**config.mk**
```make
export PLATFORM = sky130hd
export DESIGN_NAME = m4inv_ram
export DESIGN_NICKNAME = d
export VERILOG_FILES = /design/src/rtl/m4inv_ram.sv
export SDC_FILE = /design/constraint.sdc
export NUM_CORES = 1
export LEC_CHECK = 0
export BUFFER_PORTS_ARGS = -buffer_cell sky130_fd_sc_hd__buf_2
export CAP_MARGIN = 20
export CORE_MARGIN = 10
export CORE_UTILIZATION = 38
export DETAILED_ROUTE_END_ITERATION = 8
export PLACE_DENSITY_LB_ADDON = 0.15
export SLEW_MARGIN = 20
export SYNTH_ARGS = -nofsm -noshare
export SYNTH_HDL_FRONTEND = slang
export SYNTH_SLANG_ARGS = --single-unit
```
**constraint.sdc**
```tcl
create_clock -name clock -period 3.3 [get_ports clock]
set_input_delay 0.33 -clock clock [delete_from_list [all_inputs] [get_ports clock]]
set_output_delay 0.33 -clock clock [all_outputs]
set_load 0.005 [all_outputs]
```
**src/rtl/m4inv_ram.sv**
```systemverilog
// generic single-write, single-read ram with registered read data
`default_nettype none

module m4inv_ram #(
   parameter int WIDTH = 8,
   parameter int DEPTH = 4
) (
   input  wire logic                     clock,
   input  wire logic                     wr_en,
   input  wire logic [$clog2(DEPTH)-1:0] wr_addr,
   input  wire logic [WIDTH-1:0]         wr_data,
   input  wire logic [$clog2(DEPTH)-1:0] rd_addr,
   output      logic [WIDTH-1:0]         rd_data
);

   logic [WIDTH-1:0] mem_ff [DEPTH];
   logic [WIDTH-1:0] rd_data_ff;

   always_ff @(posedge clock) begin
      if (wr_en) begin
         mem_ff[wr_addr] <= wr_data;
      end
      rd_data_ff <= mem_ff[rd_addr];
   end

   assign rd_data = rd_data_ff;

endmodule

`default_nettype wire

```
# Word level (Yosys, flattened, before mapping)
# Memories as Yosys holds them, arrays and structs flattened. A register that Yosys moved wholly into a read port is not among the register bits.
# Cells that the tools add are included.
[classes]
muxes = 2
[ops]
columns = ["operator", "n"]
rows = [
  ["$mux W1", 2],
]
[totals]
wordCells = 3
mem_count = 1
reg_bits = 0
ramBits = 32
in_bits = 14
[mem_list]
columns = ["memory", "depth", "width", "rd", "rd_ports_with_merged_regs", "wr", "line", "rtl"]
rows = [
  ["mem_ff", 4, 8, 1, 1, 1, "16", "logic [WIDTH-1:0] mem_ff [DEPTH];"],
]

# Longest topological paths before layout
[depth]
depth_word = 2
mapped_depth = 2
mapped_depth_nobuf = 1

# Least setup slack after synthesis
# OpenSTA, ideal clock, no wires.
[synth_timing]
kind = "input to register"
from = "input wr_addr[0]"
to = "memory mem_ff[0][0] (enable)"
setup_time_ns = 0.385
t_arrival_ns = 1.009
t_required_ns = 2.915
slack_ns = 1.906
path_buffers = 0
cell_stages = 1
path_cell_list = "nor3b_1"
[synth_lines]
columns = ["element", "line", "rtl"]
rows = [
  ["from (decl)", "10", "input wire logic [$clog2(DEPTH)-1:0] wr_addr,"],
  ["to (decl)", "16", ""],
]
# No word-level cell before the write port.

# Final worst setup path
[layout_timing]
from = "register rd_data_ff[2], in the netlist rd_data[2], read port of mem_ff"
to = "output rd_data[2]"
[layout_lines]
columns = ["element", "line", "rtl"]
rows = [
  ["from (decl)", "17", "logic [WIDTH-1:0] rd_data_ff;"],
  ["to (decl)", "13", "output logic [WIDTH-1:0] rd_data"],
]
# No word-level cell between the ends.

==> results by group <==
Outcome
  • Outcome: completed

STA
  • Final setup fails: 0
  • Achievable clock frequency: 917 MHz
  • Setup WS post-layout: 2.21 ns
  • Slew Limit Fails: 0
  • Slew at the pin closest to its max-slew limit: 0.416 ns
  • Clk_skew: 0.00992 ns
  • Worst slew margin: 72.3%
  • RSZ-0062 raised after global routing: no
  • Final Hold Vio Count: 0
  • Hold_ws: 0.203 ns
  • Min Tclk post-route: 1.09 ns
  • Final setup TNS: 0 ns
  • Fin crit share: 33.1%

Layout
  • Fin util: 46.0%
  • FF/Latch Area: 1120 sq um
  • Number of fill cells: 302
  • Area of the multi-input gates: 211 sq um
  • Share of layout cells above drive strength 1: 45.1%
  • Nets: 95
  • Final Instance Area: 1560 sq um
  • Area Growth Syn to Fin: 15.6%
  • Non-filler cells, final: 128
  • Ant. Diodes: 0

Floorplanning
  • Die width: 79.6 microns
  • Core Rows: 21
  • Core Region: 3390 sq um
  • Die height: 79.6 microns
  • Initial core utilization: 39.8%
  • Top Ports: 22
  • Die area: 6330 sq um

Drt
  • First DRT Iteration DRCs: 43
  • Post-DRT Antenna Nets: 0
  • DR WL/cell: 15.9 microns
  • DR vias/cell: 4.63
  • Pre-antenna DRT Iters: 4
  • Post-Route WL: 2.03 mm
  • Via count: 593
  • DRC: 0

Worst setup path
  • FF-to-FF End: rd_data[7]$_DFF_P_
  • Reg2Reg Depth: 1
  • Crit-path leading delay family: flip-flops
  • Crit path depth: 1
  • Arr. time, crit path: 0.76 ns
  • FF-to-FF setup slack: 2.32 ns
  • Max incr delay on CP: 0.31 ns
  • CP Cell Sequence: buf_2
  • Critical Path RT: 2.97 ns
  • CP max-delay cell: dfxtp_1
  • Critical path buffer and inverter count: 1
  • CP Launch Type: register
  • WS Path Type: reg -> out
  • Start of the worst register-to-register path: mem_ff[3][7]$_DFFE_PP_
  • Setup crit end kind: primary output
  • Crit Path Max Fanout: 1

Yosys
  • Yosys Warn Count: 0
  • Cell taking the most area after synthesis: edfxtp_1
  • Cell Area, Synth: 1350 sq um
  • Synth Instances: 54
  • Area share of the largest cell type after synthesis: 71.2%
  • Synth top cells by count: edfxtp_1 (32), dfxtp_1 (8), mux4_2 (8)
  • Post-synth EDFFs: 32
  • Cell with the most instances after synthesis: edfxtp_1
  • Syn_nets: 68
  • Post-synth ARST share: 0%
  • Average cell area after synthesis: 25.0 sq um
  • Yosys cell types: 8
  • Ys flop type: edfxtp_1
  • Cells taking the most area after synthesis: edfxtp_1 (71%), mux4_2 (13%), dfxtp_1 (12%)
  • Sequential share of the synthesized area: 83.1%
  • Synthesized flop and latch total: 40

Placement
  • Pre-CTS setup slack: 1.97 ns
  • Dpl cells: 120
  • GP Congestion: 0.649
  • Placed instance area: 1500 sq um
  • I/O Buffers: 21

CTS
  • # resized after CTS: 0
  • CTS tree: done
  • Clk slew on worst S/H paths: 0.12 ns
  • CTS Sinks: 40
  • CTS max path bufs: 2
  • Post-CTS Setup Inserts: 0
  • Post-CTS Hold Fix Bufs: 0
  • CTS Buf Count: 5
  • CTS H-tree lvls: 2
  • Clock root buffer: clkbuf_4
  • Clock Latency Late Sink: 0.33 ns

Global route
  • Total grt overflow: 0
  • Largest net degree at the start of global routing: 14
  • Antenna violations before repair: 0
  • Global-route wire length before repair: 3.33 mm
  • GR Util All Layers: 7.32%
  • Vias in the first global route: 678

Power and ir drop
  • Pwr Total: 0.860 mW
  • Leak: 0.546 nW
  • Power Density: 552 nW/um^2
  • Max VDD drop: 274 uV

Worst hold path
  • Hold Crit Class: in -> reg
  • Hold path endpoint: mem_ff[3][7]$_DFFE_PP_
  • Hold Path Stages: 1
  • Hold path startpoint: wr_data[7]

Flow run
  • Max-Cap Viols: 0
-- sequential cells by signal (all words and copies together), names as in the netlist --
signal and flops:
mem_ff 32, rd_data 8
-- layout make-up --
| cell class | instances | share of cell area, % |
|---|---|---|
| Clock buffer | 5 | 2.41 |
| Timing Repair Buffer | 22 | 7.22 |
| Clock inverter | 3 | 1.20 |
| Tap cell | 46 | 3.69 |
| Sequential cell | 40 | 71.9 |
| Multi-Input combinational cell | 12 | 13.6 |
-- per-layer routing --
metal	up-vias	part of all wire [%]	track usage, %
met1	295	44	7.88
met5	-	0	0
li1	277	-	-
met3	4	6.5	4.39
met2	17	48	11.1
met4	0	1.8	3.76
-- power breakdown --
group / internal [mW] / leakage [nW] / switching, mW / total [mW]
Sequential: 0.574 / 0.361 / 0.00536 / 0.579
Combinational: 0.0278 / 0.160 / 0.0247 / 0.0525
Clock: 0.0803 / 0.0249 / 0.148 / 0.228
Total: 0.682 / 0.546 / 0.178 / 0.860
-- kinds of logic (layout without fill, tap and decap cells) --
kind of cell  after synthesis  after routing  synth area share (%)
buf+inv                     2             30                  1.21
flops                      40             40                  83.1
mux                         8              8                  13.4
simple gates                4              4                  2.32
-- placed cells by master (no fill, tap or decap) --
cell,n
buf_2,21
mux4_2,8
nor3b_1,1
clkinv_1,1
and3_1,1
and3b_1,2
clkbuf_4,5
dfxtp_1,8
clkinvlp_4,2
buf_4,1
edfxtp_1,32
-- how the worst max path moves through the flow --
stage | startpoint | endpoint | slack [ns]
6_report | rd_data[2]$_DFF_P_ | rd_data[2] | 2.21
5_1_grt | rd_data[1]$_DFF_P_ | rd_data[1] | 2.15
4_1_cts | rd_data[2]$_DFF_P_ | rd_data[2] | 2.18
3_5_place_dp | wr_addr[0] | mem_ff[2][4]$_DFFE_PP_ | 1.97
3_3_place_gp | wr_addr[0] | mem_ff[2][5]$_DFFE_PP_ | 1.99
2_1_floorplan | wr_addr[0] | mem_ff[0][0]$_DFFE_PP_ | 1.91
No activity file was read; power rests on OpenSTA's default activity.
